$ cat config.mk
export PLATFORM = sky130hd
export DESIGN_NAME = sql_token_classifier
export DESIGN_NICKNAME = d
export VERILOG_FILES = /design/src/rtl/core/stc_pkg.sv /design/src/rtl/core/stc_classify.sv /design/src/rtl/core/stc_scan.sv /design/src/rtl/core/sql_token_classifier.sv
export SDC_FILE = /design/constraint.sdc
export NUM_CORES = 1
export LEC_CHECK = 0
export BUFFER_PORTS_ARGS = -buffer_cell sky130_fd_sc_hd__buf_2
export CAP_MARGIN = 20
export CORE_MARGIN = 3
export CORE_UTILIZATION = 55
export DETAILED_ROUTE_END_ITERATION = 12
export PLACE_DENSITY = 0.72
export SKIP_LAST_GASP = 1
export SYNTH_ARGS = -nofsm -noshare
export SYNTH_HDL_FRONTEND = slang
export SYNTH_SLANG_ARGS = --single-unit
$ cat constraint.sdc
create_clock -name i_clk -period 6 [get_ports i_clk]
set_input_delay 0.6 -clock i_clk [delete_from_list [all_inputs] [get_ports i_clk]]
set_output_delay 0.6 -clock i_clk [all_outputs]
set_load 0.05 [all_outputs]
$ cat src/rtl/core/stc_pkg.sv
// Shared types, constants and character helpers for the SQL token classifier.
package stc_pkg;

    localparam int MAX_TOKEN_LEN_DEF = 1023;
    localparam int NUM_WORDS         = 27;
    localparam int NUM_KEYWORDS      = 24;

    localparam logic [3:0] CLS_UNKNOWN    = 4'd0;
    localparam logic [3:0] CLS_KEYWORD    = 4'd1;
    localparam logic [3:0] CLS_NUMBER     = 4'd2;
    localparam logic [3:0] CLS_STRING     = 4'd3;
    localparam logic [3:0] CLS_OPERATOR   = 4'd4;
    localparam logic [3:0] CLS_COMMA      = 4'd5;
    localparam logic [3:0] CLS_PAREN      = 4'd6;
    localparam logic [3:0] CLS_SEMICOLON  = 4'd7;
    localparam logic [3:0] CLS_SELECT_ITM = 4'd8;
    localparam logic [3:0] CLS_IDENT      = 4'd9;
    localparam logic [3:0] CLS_COMMENT    = 4'd10;

    localparam logic [7:0] CH_TAB   = 8'h09;
    localparam logic [7:0] CH_LF    = 8'h0A;
    localparam logic [7:0] CH_CR    = 8'h0D;
    localparam logic [7:0] CH_SPACE = 8'h20;
    localparam logic [7:0] CH_BANG  = 8'h21;
    localparam logic [7:0] CH_QUOTE = 8'h27;
    localparam logic [7:0] CH_LPAR  = 8'h28;
    localparam logic [7:0] CH_RPAR  = 8'h29;
    localparam logic [7:0] CH_STAR  = 8'h2A;
    localparam logic [7:0] CH_PLUS  = 8'h2B;
    localparam logic [7:0] CH_COMMA = 8'h2C;
    localparam logic [7:0] CH_MINUS = 8'h2D;
    localparam logic [7:0] CH_DOT   = 8'h2E;
    localparam logic [7:0] CH_SLASH = 8'h2F;
    localparam logic [7:0] CH_SEMI  = 8'h3B;
    localparam logic [7:0] CH_LT    = 8'h3C;
    localparam logic [7:0] CH_EQ    = 8'h3D;
    localparam logic [7:0] CH_GT    = 8'h3E;
    localparam logic [7:0] CH_LBRK  = 8'h5B;
    localparam logic [7:0] CH_RBRK  = 8'h5D;
    localparam logic [7:0] CH_UNDER = 8'h5F;

    // lower-case word text, first character in the most significant used byte
    localparam logic [47:0] WORD_TEXT [NUM_WORDS] = '{
        48'("select"), 48'("from"), 48'("where"), 48'("insert"), 48'("update"),
        48'("delete"), 48'("create"), 48'("drop"), 48'("alter"), 48'("join"),
        48'("on"), 48'("group"), 48'("order"), 48'("left"), 48'("right"),
        48'("inner"), 48'("by"), 48'("as"), 48'("into"), 48'("with"),
        48'("union"), 48'("limit"), 48'("offset"), 48'("having"), 48'("and"),
        48'("or"), 48'("not")
    };
    localparam logic [2:0] WORD_LEN [NUM_WORDS] = '{
        3'd6, 3'd4, 3'd5, 3'd6, 3'd6, 3'd6, 3'd6, 3'd4, 3'd5, 3'd4, 3'd2,
        3'd5, 3'd5, 3'd4, 3'd5, 3'd5, 3'd2, 3'd2, 3'd4, 3'd4, 3'd5, 3'd5,
        3'd6, 3'd6, 3'd3, 3'd2, 3'd3
    };

    typedef struct packed {
        logic [7:0] text_byte;
        logic       start_of_text;
    } t_in_item;

    typedef struct packed {
        logic [3:0]  token_class;
        logic [15:0] line_index;
        logic [9:0]  clean_length;
        logic [9:0]  byte_length;
        logic [15:0] token_index;
    } t_out_item;

    // what the classifier needs to know about a finished token
    typedef struct packed {
        logic [7:0]           t0;
        logic [7:0]           t1;
        logic [7:0]           last;
        logic [NUM_WORDS-1:0] words;
        logic [15:0]          len;
        logic                 num_ok;
        logic                 ident_ok;
        logic                 has_comma;
        logic                 in_comment;
    } t_tok_snap;

    function automatic logic [7:0] to_lower(input logic [7:0] c);
        logic [7:0] r;
        r = (c >= 8'h41 && c <= 8'h5A) ? c + 8'd32 : c;
        return r;
    endfunction

    function automatic logic is_digit(input logic [7:0] c);
        return c >= 8'h30 && c <= 8'h39;
    endfunction

    function automatic logic is_alnum(input logic [7:0] c);
        return is_digit(c) || (c >= 8'h61 && c <= 8'h7A) || (c >= 8'h41 && c <= 8'h5A);
    endfunction

    function automatic logic is_ident_byte(input logic [7:0] c);
        return is_alnum(c) || c == CH_UNDER || c == CH_LBRK || c == CH_RBRK ||
               c == CH_COMMA || c == CH_DOT || c == CH_STAR || c == CH_LPAR ||
               c == CH_RPAR;
    endfunction

    function automatic logic is_space(input logic [7:0] c);
        return c == CH_SPACE || c == CH_TAB || c == CH_LF || c == CH_CR;
    endfunction

    // character of word k at position pos; only meaningful for pos < WORD_LEN[k]
    function automatic logic [7:0] word_char(input int k, input logic [2:0] pos);
        logic [2:0] sel;
        sel = WORD_LEN[k] - 3'd1 - pos;
        return WORD_TEXT[k][8*sel +: 8];
    endfunction

endpackage

$ cat src/rtl/core/stc_classify.sv
// Priority classifier for one finished token.
module stc_classify (
    input  stc_pkg::t_tok_snap i_snap,
    output logic [3:0]         o_class
);
    import stc_pkg::*;

    logic       len1;
    logic       len2;
    logic       len_ge2;
    logic [NUM_WORDS-1:0] hit;

    always_comb begin
        for (int k = 0; k < NUM_WORDS; k++) begin
            hit[k] = i_snap.words[k] && (i_snap.len == 16'(WORD_LEN[k]));
        end
    end

    assign len1    = (i_snap.len == 16'd1);
    assign len2    = (i_snap.len == 16'd2);
    assign len_ge2 = (i_snap.len >= 16'd2);

    always_comb begin
        if (i_snap.in_comment) begin
            o_class = CLS_COMMENT;
        end else if (len_ge2 && i_snap.t0 == CH_MINUS && i_snap.t1 == CH_MINUS) begin
            o_class = CLS_COMMENT;
        end else if (|hit[NUM_KEYWORDS-1:0]) begin
            o_class = CLS_KEYWORD;
        end else if ((is_digit(i_snap.t0) ||
                      (i_snap.t0 == CH_MINUS && len_ge2 && is_digit(i_snap.t1))) &&
                     i_snap.num_ok) begin
            o_class = CLS_NUMBER;
        end else if (len_ge2 && i_snap.t0 == CH_QUOTE && i_snap.last == CH_QUOTE) begin
            o_class = CLS_STRING;
        end else if (len1 && (i_snap.t0 == CH_PLUS || i_snap.t0 == CH_MINUS ||
                              i_snap.t0 == CH_STAR || i_snap.t0 == CH_SLASH ||
                              i_snap.t0 == CH_EQ || i_snap.t0 == CH_LT ||
                              i_snap.t0 == CH_GT)) begin
            o_class = CLS_OPERATOR;
        end else if (len2 && ((i_snap.t1 == CH_EQ && (i_snap.t0 == CH_LT ||
                               i_snap.t0 == CH_GT || i_snap.t0 == CH_BANG)) ||
                              (i_snap.t0 == CH_LT && i_snap.t1 == CH_GT))) begin
            o_class = CLS_OPERATOR;
        end else if (|hit[NUM_WORDS-1:NUM_KEYWORDS]) begin
            o_class = CLS_OPERATOR;
        end else if (len1 && i_snap.t0 == CH_COMMA) begin
            o_class = CLS_COMMA;
        end else if (len1 && (i_snap.t0 == CH_LPAR || i_snap.t0 == CH_RPAR)) begin
            o_class = CLS_PAREN;
        end else if (len1 && i_snap.t0 == CH_SEMI) begin
            o_class = CLS_SEMICOLON;
        end else if (is_alnum(i_snap.t0) || i_snap.t0 == CH_UNDER ||
                     i_snap.t0 == CH_COMMA || i_snap.t0 == CH_LBRK ||
                     i_snap.t0 == CH_RBRK) begin
            if (!i_snap.ident_ok) begin
                o_class = CLS_UNKNOWN;
            end else begin
                o_class = i_snap.has_comma ? CLS_SELECT_ITM : CLS_IDENT;
            end
        end else begin
            o_class = CLS_UNKNOWN;
        end
    end

endmodule

$ cat src/rtl/core/stc_scan.sv
// Per-byte token state: running match flags, counters, line and comment tracking.
module stc_scan #(
    parameter int MAX_TOKEN_LEN = stc_pkg::MAX_TOKEN_LEN_DEF
) (
    input  logic              i_clk,
    input  logic              i_rst_n,
    input  logic              i_adv,
    input  stc_pkg::t_in_item i_item,
    input  logic [15:0]       i_first_idx,
    output logic              o_emit,
    output stc_pkg::t_out_item o_res
);
    import stc_pkg::*;

    localparam int CW = $clog2(MAX_TOKEN_LEN + 1);
    localparam logic [CW-1:0] CNT_MAX = CW'(MAX_TOKEN_LEN);

    logic [CW-1:0]        r_byte_cnt, r_comma_cnt, r_clean_cnt;
    logic [CW-1:0]        n_byte_cnt, n_comma_cnt, n_clean_cnt;
    logic [15:0]          r_first, r_last, n_first, n_last;
    logic [NUM_WORDS-1:0] r_words, n_words;
    logic                 r_num_ok, r_ident_ok, r_has_comma;
    logic                 n_num_ok, n_ident_ok, n_has_comma;
    logic [15:0]          r_line, n_line, r_lc_line, n_lc_line, r_tok_cnt, n_tok_cnt;
    logic                 r_cm_in, r_cm_block, r_cm_linev;
    logic                 n_cm_in, n_cm_block, n_cm_linev;

    // state as seen after an optional start-of-text clear
    logic [CW-1:0]        c_byte_cnt, c_comma_cnt, c_clean_cnt;
    logic [15:0]          c_first, c_last, c_line, c_lc_line, c_tok_cnt;
    logic [NUM_WORDS-1:0] c_words;
    logic                 c_num_ok, c_ident_ok, c_has_comma;
    logic                 c_cm_in, c_cm_block, c_cm_linev;

    logic [7:0]  b;
    logic        sot;
    logic        ws;
    logic [15:0] pos16, clean16;
    logic        open_blk, open_line, close_blk;
    logic        cm_in_cls;
    logic [15:0] line_inc;
    t_tok_snap   snap;
    logic [3:0]  cls;

    assign b   = i_item.text_byte;
    assign sot = i_item.start_of_text;
    assign ws  = is_space(b);

    always_comb begin
        c_byte_cnt  = sot ? '0 : r_byte_cnt;
        c_comma_cnt = sot ? '0 : r_comma_cnt;
        c_clean_cnt = sot ? '0 : r_clean_cnt;
        c_first     = sot ? '0 : r_first;
        c_last      = sot ? '0 : r_last;
        c_words     = sot ? '1 : r_words;
        c_num_ok    = sot ? 1'b1 : r_num_ok;
        c_ident_ok  = sot ? 1'b1 : r_ident_ok;
        c_has_comma = sot ? 1'b0 : r_has_comma;
        c_line      = sot ? '0 : r_line;
        c_lc_line   = sot ? '0 : r_lc_line;
        c_tok_cnt   = sot ? i_first_idx : r_tok_cnt;
        c_cm_in     = sot ? 1'b0 : r_cm_in;
        c_cm_block  = sot ? 1'b0 : r_cm_block;
        c_cm_linev  = sot ? 1'b0 : r_cm_linev;
    end

    assign pos16   = 16'(c_byte_cnt);
    assign clean16 = 16'(c_clean_cnt);
    assign o_emit  = ws && (c_byte_cnt != '0);

    assign open_blk  = (pos16 > 16'd1) && c_first[7:0] == CH_SLASH && c_first[15:8] == CH_STAR;
    assign open_line = (pos16 > 16'd1) && c_first[7:0] == CH_MINUS && c_first[15:8] == CH_MINUS;
    assign close_blk = (pos16 > 16'd1) && c_last[15:8] == CH_STAR && c_last[7:0] == CH_SLASH;
    assign cm_in_cls = c_cm_in || open_blk || open_line;
    assign line_inc  = (c_line != 16'hFFFF) ? c_line + 16'd1 : c_line;

    always_comb begin
        snap.t0         = c_first[7:0];
        snap.t1         = c_first[15:8];
        snap.last       = c_last[7:0];
        snap.words      = c_words;
        snap.len        = pos16;
        snap.num_ok     = c_num_ok;
        snap.ident_ok   = c_ident_ok;
        snap.has_comma  = c_has_comma;
        snap.in_comment = cm_in_cls;
    end

    stc_classify u_classify (
        .i_snap  (snap),
        .o_class (cls)
    );

    always_comb begin
        o_res.token_class  = cls;
        o_res.line_index   = c_line;
        o_res.clean_length = (clean16 > 16'd1023) ? 10'd1023 : clean16[9:0];
        o_res.byte_length  = (pos16 > 16'd1023) ? 10'd1023 : pos16[9:0];
        o_res.token_index  = c_tok_cnt;
    end

    always_comb begin
        n_byte_cnt  = c_byte_cnt;
        n_comma_cnt = c_comma_cnt;
        n_clean_cnt = c_clean_cnt;
        n_first     = c_first;
        n_last      = c_last;
        n_words     = c_words;
        n_num_ok    = c_num_ok;
        n_ident_ok  = c_ident_ok;
        n_has_comma = c_has_comma;
        n_line      = c_line;
        n_lc_line   = c_lc_line;
        n_tok_cnt   = c_tok_cnt;
        n_cm_in     = c_cm_in;
        n_cm_block  = c_cm_block;
        n_cm_linev  = c_cm_linev;
        if (!ws) begin
            for (int k = 0; k < NUM_WORDS; k++) begin
                n_words[k] = c_words[k] && (pos16 < 16'(WORD_LEN[k])) &&
                             (to_lower(b) == word_char(k, pos16[2:0]));
            end
            if (pos16 >= 16'd1 && !(is_digit(b) || b == CH_DOT)) begin
                n_num_ok = 1'b0;
            end
            if (!is_ident_byte(b)) begin
                n_ident_ok = 1'b0;
            end
            if (b == CH_COMMA) begin
                n_has_comma = 1'b1;
            end
            if (pos16 == 16'd0) begin
                n_first = {8'h00, b};
            end else if (pos16 == 16'd1) begin
                n_first = {b, c_first[7:0]};
            end
            n_last = {c_last[7:0], b};
            if (c_byte_cnt < CNT_MAX) begin
                n_byte_cnt = c_byte_cnt + CW'(1);
            end
            if (b == CH_COMMA) begin
                if (c_comma_cnt < CNT_MAX) begin
                    n_comma_cnt = c_comma_cnt + CW'(1);
                end
            end else if (c_clean_cnt < CNT_MAX) begin
                n_clean_cnt = c_clean_cnt + CW'(1);
            end
        end else if (o_emit) begin
            n_cm_in    = cm_in_cls;
            n_cm_block = c_cm_block || open_blk;
            n_cm_linev = c_cm_linev || open_line;
            if (open_line) begin
                n_lc_line = c_line;
            end
            if (close_blk) begin
                n_cm_in    = 1'b0;
                n_cm_block = 1'b0;
            end
            if (b == CH_LF || b == CH_CR) begin
                n_line = line_inc;
            end
            // line comment ends once a token finishes on a later line
            if (n_cm_linev && (n_line > n_lc_line) && !n_cm_block) begin
                n_cm_in = 1'b0;
            end
            if (c_tok_cnt != 16'hFFFF) begin
                n_tok_cnt = c_tok_cnt + 16'd1;
            end
            n_byte_cnt  = '0;
            n_comma_cnt = '0;
            n_clean_cnt = '0;
            n_first     = '0;
            n_last      = '0;
            n_words     = '1;
            n_num_ok    = 1'b1;
            n_ident_ok  = 1'b1;
            n_has_comma = 1'b0;
        end
    end

    always_ff @(posedge i_clk) begin
        if (!i_rst_n) begin
            r_byte_cnt  <= '0;
            r_comma_cnt <= '0;
            r_clean_cnt <= '0;
            r_first     <= '0;
            r_last      <= '0;
            r_words     <= '1;
            r_num_ok    <= 1'b1;
            r_ident_ok  <= 1'b1;
            r_has_comma <= 1'b0;
            r_line      <= '0;
            r_lc_line   <= '0;
            r_tok_cnt   <= '0;
            r_cm_in     <= 1'b0;
            r_cm_block  <= 1'b0;
            r_cm_linev  <= 1'b0;
        end else if (i_adv) begin
            r_byte_cnt  <= n_byte_cnt;
            r_comma_cnt <= n_comma_cnt;
            r_clean_cnt <= n_clean_cnt;
            r_first     <= n_first;
            r_last      <= n_last;
            r_words     <= n_words;
            r_num_ok    <= n_num_ok;
            r_ident_ok  <= n_ident_ok;
            r_has_comma <= n_has_comma;
            r_line      <= n_line;
            r_lc_line   <= n_lc_line;
            r_tok_cnt   <= n_tok_cnt;
            r_cm_in     <= n_cm_in;
            r_cm_block  <= n_cm_block;
            r_cm_linev  <= n_cm_linev;
        end
    end

    a_first_byte: assert property (@(posedge i_clk) disable iff (!i_rst_n)
        i_adv && sot && !ws |=> r_byte_cnt == CW'(1))
        else $error("token length not restarted at start of text");

    a_clean_le_raw: assert property (@(posedge i_clk) disable iff (!i_rst_n)
        r_clean_cnt <= r_byte_cnt)
        else $error("clean length exceeds raw length");

    a_block_in: assert property (@(posedge i_clk) disable iff (!i_rst_n)
        r_cm_block |-> r_cm_in)
        else $error("block comment open without comment flag");

    a_class_range: assert property (@(posedge i_clk) disable iff (!i_rst_n)
        o_emit |-> o_res.token_class <= CLS_COMMENT)
        else $error("token class out of range");

endmodule

$ cat src/rtl/core/sql_token_classifier.sv
// SQL token classifier: one text byte per transaction in, one result per token out.
//
// Input channel (i_in_valid / o_in_ready / i_in_data) carries one byte of SQL text
// and a start_of_text flag that clears line, comment and token state before the
// byte is handled. Space, tab, CR and LF close a non-empty token; each closed
// token gives one transaction on the output channel (o_out_valid / i_out_ready /
// o_out_data) with class, line, clean and raw length and token index. Other
// bytes give no result. A trailing token without whitespace is never emitted.
// The configuration channel (i_cfg_valid / o_cfg_ready / i_cfg_data) sets the
// index of the first token after the next start_of_text; it is always ready.
// A token's closing byte is taken into the input register, and its result then
// into the result register. Throughput: one byte per cycle while the receiver
// does not stall; per-byte state update is combinational flag/counter logic.
// If the receiver stalls, the result register holds and the input register
// fills, after which o_in_ready falls; nothing is dropped.
// Reset (synchronous, active low) empties both registers, returns all token, line,
// comment and counter state to its defaults and first_token_index to zero.
module sql_token_classifier #(
    parameter int MAX_TOKEN_LEN = stc_pkg::MAX_TOKEN_LEN_DEF
) (
    input  logic                i_clk,
    input  logic                i_rst_n,
    input  logic                i_in_valid,
    output logic                o_in_ready,
    input  stc_pkg::t_in_item   i_in_data,
    output logic                o_out_valid,
    input  logic                i_out_ready,
    output stc_pkg::t_out_item  o_out_data,
    input  logic                i_cfg_valid,
    output logic                o_cfg_ready,
    input  logic [15:0]         i_cfg_data
);
    import stc_pkg::*;

    logic        r_s0_valid;
    t_in_item    r_s0_item;
    logic        r_out_valid;
    t_out_item   r_out_item;
    logic [15:0] r_first_idx;
    logic        s0_adv;
    logic        emit;
    t_out_item   res;

    assign s0_adv      = r_s0_valid && (!r_out_valid || i_out_ready);
    assign o_in_ready  = !r_s0_valid || s0_adv;
    assign o_cfg_ready = 1'b1;
    assign o_out_valid = r_out_valid;
    assign o_out_data  = r_out_item;

    stc_scan #(
        .MAX_TOKEN_LEN (MAX_TOKEN_LEN)
    ) u_scan (
        .i_clk       (i_clk),
        .i_rst_n     (i_rst_n),
        .i_adv       (s0_adv),
        .i_item      (r_s0_item),
        .i_first_idx (r_first_idx),
        .o_emit      (emit),
        .o_res       (res)
    );

    always_ff @(posedge i_clk) begin
        if (!i_rst_n) begin
            r_s0_valid  <= 1'b0;
            r_out_valid <= 1'b0;
            r_first_idx <= '0;
        end else begin
            if (i_cfg_valid) begin
                r_first_idx <= i_cfg_data;
            end
            if (i_in_valid && o_in_ready) begin
                r_s0_valid <= 1'b1;
            end else if (s0_adv) begin
                r_s0_valid <= 1'b0;
            end
            if (s0_adv) begin
                r_out_valid <= emit;
            end else if (i_out_ready) begin
                r_out_valid <= 1'b0;
            end
        end
    end

    always_ff @(posedge i_clk) begin
        if (i_in_valid && o_in_ready) begin
            r_s0_item <= i_in_data;
        end
        if (s0_adv && emit) begin
            r_out_item <= res;
        end
    end

endmodule
==> results of run 1 <==
-- report_power, final --
| part | total [mW] | switching, mW | internal (mW) |
|---|---|---|---|
| clock | 1.55 | 0.623 | 0.931 |
| combinational | 0.559 | 0.374 | 0.184 |
| sequential | 1.58 | 0.0446 | 1.54 |
| total | 3.70 | 1.04 | 2.66 |
-- layer usage --
layer	vias up	share of wire [%]	track usage, %
met4	0	2.3	7.382
met1	6036	42	41.77
met2	640	45	46.65
met5	-	0	0
li1	6015	-	-
met3	82	11	7.604
-- sequential cells by signal (all words and copies together), names as in the netlist, 10 cells and up --
register and cells:
o_out_data 56, r_first_idx 16, u_scan.r_byte_cnt 10, u_scan.r_clean_cnt 10
u_scan.r_first 16, u_scan.r_last 16, u_scan.r_lc_line 16, u_scan.r_line 16
u_scan.r_tok_cnt 16, u_scan.r_words 27
-- worst register-to-register path, delay by kind of cell, from the launching register on --
kind	cells	cell delay, ps
multiplexers	1	350
AO/OA/AOI/OAI	4	1280
buffers and inverters	2	670
adder cells (fa/ha/maj)	1	150
AND/OR/NAND/NOR	7	1660
flip-flops	1	450
-- layout make-up --
| class | instances | share of cell area, % |
|---|---|---|
| multi-input combinational | 1236 | 52.61 |
| sequential | 216 | 33.43 |
| clock buffer | 35 | 4.876 |
| timing repair buffer | 116 | 4.372 |
| tap | 319 | 2.682 |
| inverter | 51 | 1.295 |
| clock inverter | 9 | 0.7398 |
-- stage by stage --
step                      instance area (um2)  std cells  hold WS (ps)  utilization, %  worst slack [ps]
after CTS                               14880       1981         218.9           62.45              1318
after global placement                  14040       1937         437.9           58.94              1422
after floorplan                         13540       1633         428.3               -              1304
after global routing                    14880       1982         232.0           62.47             904.7
final                                   14880       1982         234.7           62.47              1289
after detailed placement                14040       1937         446.3           58.94              1357
-- layout by cell type, fill, tap and decap left out, types with 8 or more instances in the layout --
cell	netlist	final
nand2_1	128	128
o211ai_1	20	20
nand2b_1	21	21
nand4_1	33	33
and2_1	11	10
a2bb2oi_1	18	18
buf_4	2	28
nor2b_1	36	36
mux2_1	13	13
clkbuf_16	0	27
o21ai_0	104	103
xor2_1	25	25
nand3_1	54	54
xnor2_1	41	41
a22oi_1	55	55
a211oi_1	10	10
buf_2	13	88
ha_1	38	38
o22ai_1	14	14
and3_1	9	9
a21o_1	9	9
nor3_1	51	51
a21oi_1	91	91
or4_1	8	8
a31oi_1	15	15
or3_1	8	8
nor2_1	193	192
nor4_1	23	23
nand3b_1	13	13
mux2_2	14	14
edfxtp_1	65	65
dfxtp_1	151	151
inv_1	51	49
mux2i_1	33	33
-- cell families after synthesis --
family / Yosys count / synth area share, %
xor+xnor: 66 / 4.269
flops: 216 / 36.74
buf+inv: 181 / 5.470
mux: 61 / 4.795
fa+ha+maj: 38 / 3.511
compound gates: 437 / 21.71
other cells: 1 / 0.02769
simple gates: 633 / 23.48
-- cell usage after synthesis, types with 7 or more instances --
master | number | share of area (%)
nor2b_1 | 36 | 1.7
xor2_1 | 25 | 1.6
a211oi_1 | 10 | 0.55
nor4_1 | 23 | 1.1
nor3_1 | 51 | 1.9
nand2b_1 | 21 | 0.97
buf_2 | 13 | 0.48
o211ai_1 | 20 | 1.1
or3_1 | 8 | 0.37
and2_1 | 11 | 0.51
a221oi_1 | 7 | 0.45
and3_1 | 9 | 0.42
o22ai_1 | 14 | 0.65
xnor2_1 | 41 | 2.7
mux2_1 | 13 | 1.1
nand3_1 | 54 | 2.0
o2111ai_1 | 7 | 0.45
a2bb2oi_1 | 18 | 1.2
nand4_1 | 33 | 1.5
o21a_1 | 7 | 0.39
nand3b_1 | 13 | 0.72
a21oi_1 | 91 | 3.4
a21o_1 | 9 | 0.50
or2_2 | 7 | 0.32
a31oi_1 | 15 | 0.69
mux2_2 | 14 | 1.2
clkbuf_1 | 92 | 2.6
or4_1 | 8 | 0.44
o21ai_0 | 104 | 3.8
a32o_1 | 7 | 0.52
buf_1 | 18 | 0.50
edfxtp_1 | 65 | 14
nand2_1 | 128 | 3.5
a22oi_1 | 55 | 3.0
inv_1 | 51 | 1.4
dfxtp_1 | 151 | 22
nor2_1 | 193 | 5.3
mux2i_1 | 33 | 2.4
ha_1 | 38 | 3.5
-- path summary, 6_finish.rpt --
check | startpoint | end | slack (ps) | depth (start not counted)
worst min register to register | u_scan.r_cm_block$_SDFFE_PN0P_ | u_scan.r_cm_block$_SDFFE_PN0P_ | 450 | 2
worst min-delay path | i_in_data[3] | r_s0_item[3]$_DFFE_PP_ | 230 | 1
worst max register to register | r_s0_item[0]$_DFFE_PP_ | u_scan.r_cm_in$_SDFFE_PN0P_ | 1290 | 15
worst max-delay path | r_s0_item[0]$_DFFE_PP_ | u_scan.r_cm_in$_SDFFE_PN0P_ | 1290 | 15
==> impl_results.md, run 1 <==
- Pleak: ~5.6 nW
- CTS tree: done
- Root Driver: clkbuf_16
- Final hold violation count: 0
- Cell count after synthesis: 1,633
- Ys Warns: 0
- Crit path max fanout: 44
- PwrDens: between 200 and 250 nW/um2
- Library cells used by synthesis: 86
- Vias per cell: 6.445
- WL final: approximately 40,000 um
- Core area: between 20,000 and 25,000 um2
- Post-synth EDFFs: 65
- Worst path top cell family by delay: simple AND/OR/NAND/NOR gates
- 1st-iter DRT viols: 1,624
- Worst Setup End Kind: flip-flop
- Post-Synthesis Cell Area: 13,540 um2
- Clk_lat worst skew: between 500 and 600 ps
- Overall Power: 3.697 mW
- Vias: 12,770
- Pre-antenna DRT Iters: 5
- Clk sinks: 216
- MaxCap Viol Count: 0
- CTS Buf Count: 24
- Post-synthesis sequential area ratio: 36.74%
- VDD IR max: slightly below 0.2 mV
- Post-synth ARST share: 0%
- Fin nets: 1,713
- CTS max path bufs: 3
- Register area: 4975 um2
- Area grow syn2layout: 9.905%
- Die X-Extent: between 150 and 200 um
- WP data arrival: 5090 ps
- Post-CTS Setup Inserts: 0
- Fmax: approximately 210 MHz
- Dominant synthesized flop cell: dfxtp_1
- Hpwl dp: between 20,000 and 30,000 um
- Worst Clk Skew: between 20 and 25 ps
- Initial Utilization: 56.84%
- Residual DRC count: 0
- Die ar.: 26,540 um2
- Post-CTS Hold Fix Bufs: 0
- Clock transition at the registers of the reported paths: 60 ps
- Hold Crit Class: input pin to flip-flop
- CP peak stage delay: slightly below 800 ps
- Highest-delay cell along the critical path: a2111oi_4
- Fin crit share: 78.52%
- Rel. slew slack: 34.95%
- Status: completed
- WS Path Type: flip-flop to flip-flop
- Antenna-violating nets left: 0
- Final setup viols: 0
- Port bufs: a little under 90
- Largest net degree at the start of global routing: 63
- Nature of the critical path startpoint: flip-flop
- Gr ovfl total: 0
- Post-cts resize count: 0
- Final Critical Period: 4711 ps
- Fillers: 2,161
- Crit-path cells: buf_4 > or4b_4 > or4b_4 > a2111oi_4 > buf_4 > mux2_2 > nand2_1 > ha_1 > nand4_1 > nor2_1 > nand2_1 > a21oi_1 > o221ai_1 > a221oi_1 > nor3_1
- Avg Inst Size Synth: 8.293 um2
- Vias in the first global route: 11,760
- Die Span Y: 162.9 um
- WL per Instance: 20.61 um
- Pins Over Slew Limit: 0
- Number of buffers and inverters on the critical path: 2
- #FFs+latches synth: 216
- Inserted Diodes: 0
- Setup tns final: 0 ps
- Total GRT Usage: 29.92%
- Worst-margin pin slew: 973.4 ps
- Unrepaired setup endpoints after global routing: no
- WP data required: 6380 ps
- CTS H-tree depth: 1
- IO Pins: 89
- Area of the multi-input gates: around 7800 um2
- Initial antenna violation count: 0
- GPL Wtd Cong: between 0.9 and 1
- Layout cell share with drive strength beyond 1: 12.03%
- Synth Net Count: 1,701
- Row count: 56
- First-pass GRT wire length: 64,410 um
No activity file was read; power rests on OpenSTA's default activity.
==> run 2: changes to the inputs <==
PLACE_DENSITY = 0.75   (was 0.72)
clock period = 4.2 ns   (was 6 ns; I/O delays follow)
==> impl_results.md, run 2 (same netlist as run 1, synthesis figures left out) <==
- CTS Buf Count: 24 (unchanged)
- Hold Crit Class: input pin to flip-flop
- WP data required: 4650 ps (-1730 ps)
- Worst Setup End Kind: flip-flop
- CTS H-tree depth: 1 (unchanged)
- First-pass GRT wire length: 65,310 um (+1.4%)
- Fin nets: 1,746 (+1.9%)
- Pre-CTS setup slack: 142.3 ps (-1215 ps)
- Inserted Diodes: 0 (unchanged)
- Final hold violation count: 0 (unchanged)
- WL final: 41,010 um (+0.39%)
- R2R depth: 16 (+1)
- WP data arrival: 4450 ps (-640 ps)
- Antenna-violating nets left: 0 (unchanged)
- Hold slack final: 82.83 ps (-151.9 ps)
- Hold Path Depth: 1 (unchanged)
- Overall Power: 5.061 mW (+37%)
- Die Span Y: 162.9 um (unchanged)
- Hpwl dp: 28,070 um (+3.1%)
- VDD IR max: 0.3320 mV (+69%)
- CTS tree: done
- Worst-margin pin slew: 1005 ps (+31.48 ps)
- Clk sinks: 216 (unchanged)
- Placed Cells: 1,967 (+1.5%)
- Rel. slew slack: 32.49% (-2.5 points)
- Largest register FFs: 56 (unchanged)
- Fillers: 2,095 (-3.1%)
- Fin crit share: 95.21% (+17 points)
- Final Critical Period: 3999 ps (-712.7 ps)
- 1st-iter DRT viols: 1,597 (-1.7%)
- Crit path max fanout: 10 (-77%)
- Final setup viols: 0 (unchanged)
- Gr ovfl total: 0 (unchanged)
- Vias in the first global route: 12,280 (+4.4%)
- Status: completed
- Clock transition at the registers of the reported paths: 70 ps (about the same)
- Die X-Extent: 162.9 um (unchanged)
- R2R Setup Slk: 200 ps (-1090 ps)
- Commonest non-fill, non-tap cells in the layout: nor2_1, dfxtp_1, nand2_1
- Largest net degree at the start of global routing: 55 (-13%)
- Hold wc startpoint: i_in_data[5]
- Row count: 56 (unchanged)
- Initial Utilization: 56.84% (unchanged)
- Port bufs: 87 (unchanged)
- CTS max path bufs: 3 (unchanged)
- Vias per cell: 6.491 (+0.72%)
- GPL Wtd Cong: 0.9962 (+3.7%)
- Die ar.: 26,540 um2 (unchanged)
- Core area: 23,820 um2 (unchanged)
- Finished Layout Cells: 2,014 (+1.6%)
- Vias: 13,070 (+2.3%)
- Setup ws final: 201.3 ps (-1087 ps)
- IO Pins: 89 (unchanged)
- Nature of the critical path startpoint: flip-flop
- Post-CTS Hold Fix Bufs: 0 (unchanged)
- Residual DRC count: 0 (unchanged)
- Setup tns final: 0 ps (unchanged)
- Worst Clk Skew: 21.70 ps (-0.7821 ps)
- Pre-antenna DRT Iters: 6 (+1)
- Total GRT Usage: 30.09% (+0.17 points)
- Fmax: 250.1 MHz (+18%)
- Initial antenna violation count: 0 (unchanged)
- Reg-to-Reg End: u_scan.r_cm_in$_SDFFE_PN0P_
- Pleak: 5.768 nW (+2.8%)
- Layout cell share with drive strength beyond 1: 13.75% (+1.7 points)
- Area grow syn2layout: 11.63%
- Clk_lat worst skew: 530 ps (about the same)
- Pins Over Slew Limit: 0 (unchanged)
- R2R Path Start: r_s0_item[0]$_DFFE_PP_
- Root Driver: clkbuf_16
- Most common cell after layout, fill and taps aside: nor2_1
- Hold endpoint: r_s0_item[5]$_DFFE_PP_
- PwrDens: 334.8 nW/um2 (+35%)
- WS Path Type: flip-flop to flip-flop
- MaxCap Viol Count: 0 (unchanged)
- WL per Instance: 20.36 um (-1.2%)
-- run 2: cell types whose count changed in the layout (fill, tap and decap cells not counted), sizes merged --
cell and change:
inv -1, clkbuf +3, bufinv -2, buf +32
-- run 2: routing by layer --
layer | up-vias | global-route usage, % | share of wire [%]
li1 | 6088 | - | -
met2 | 696 | 47.18 | 44
met1 | 6191 | 42.29 | 43
met4 | 0 | 8.574 | 2.9
met5 | - | 0 | 0
met3 | 98 | 6.104 | 10
-- run 2: worst max path at each step --
stage	start	end	slack [ps]	depth (start not counted)
finish	r_s0_item[0]$_DFFE_PP_	u_scan.r_cm_in$_SDFFE_PN0P_	200	16
global route	r_s0_item[0]$_DFFE_PP_	u_scan.r_cm_in$_SDFFE_PN0P_	-10	16
CTS	r_s0_item[0]$_DFFE_PP_	u_scan.r_cm_in$_SDFFE_PN0P_	130	19
detailed placement	r_s0_item[0]$_DFFE_PP_	u_scan.r_cm_in$_SDFFE_PN0P_	140	19
global placement	r_s0_item[0]$_DFFE_PP_	u_scan.r_cm_in$_SDFFE_PN0P_	260	19
floorplan	r_s0_item[0]$_DFFE_PP_	u_scan.r_cm_in$_SDFFE_PN0P_	6	23
-- run 2: layout make-up --
class / instances / area [um2] / share of cell area [%]
Multi-Input combinational cell: 1236 / 7865 / 52.03
Sequential cell: 216 / 4975 / 32.91
Timing Repair Buffer: 149 / 947.2 / 6.266
Clock buffer: 37 / 700.7 / 4.635
Tap cell: 319 / 399.1 / 2.640
Inverter: 51 / 192.7 / 1.275
Clock inverter: 6 / 37.54 / 0.2483
-- run 2: repair_timing --
item,CTS,global route
gates resized for setup,0,5
hold endpoints to repair,0,0
endpoints found under the setup margin,0,1
buffers inserted,0,3
-- run 2: metrics by stage --
| step | utilization, % | area, um2 |
|---|---|---|
| global placement | 60.03 | 14300 |
| detailed placement | 60.08 | 14310 |
| finish | 63.46 | 15120 |
| global route | 63.46 | 15120 |
| floorplan | - | 13600 |
| CTS | 63.18 | 15050 |
-- run 2: worst max-delay path, stage by stage, from the launching register on --
cell       delay [ps]
edfxtp_1          460
buf_4             180
or4b_4            490
or4b_4            570
a2111oi_4         190
buf_4             210
buf_12            150
mux2_1            320
nand2_1            90
ha_1              250
a21o_1            160
a21o_1            170
a21oi_1           140
o211ai_1          110
o221ai_1          160
a221oi_1          100
nor3_1            180
-- run 2: report_power, final --
part,switching (mW),leakage [nW],internal (mW),total (mW)
clock network,0.826,0.361,1.15,1.97
logic,0.554,3.52,0.282,0.836
registers,0.0526,1.89,2.20,2.25
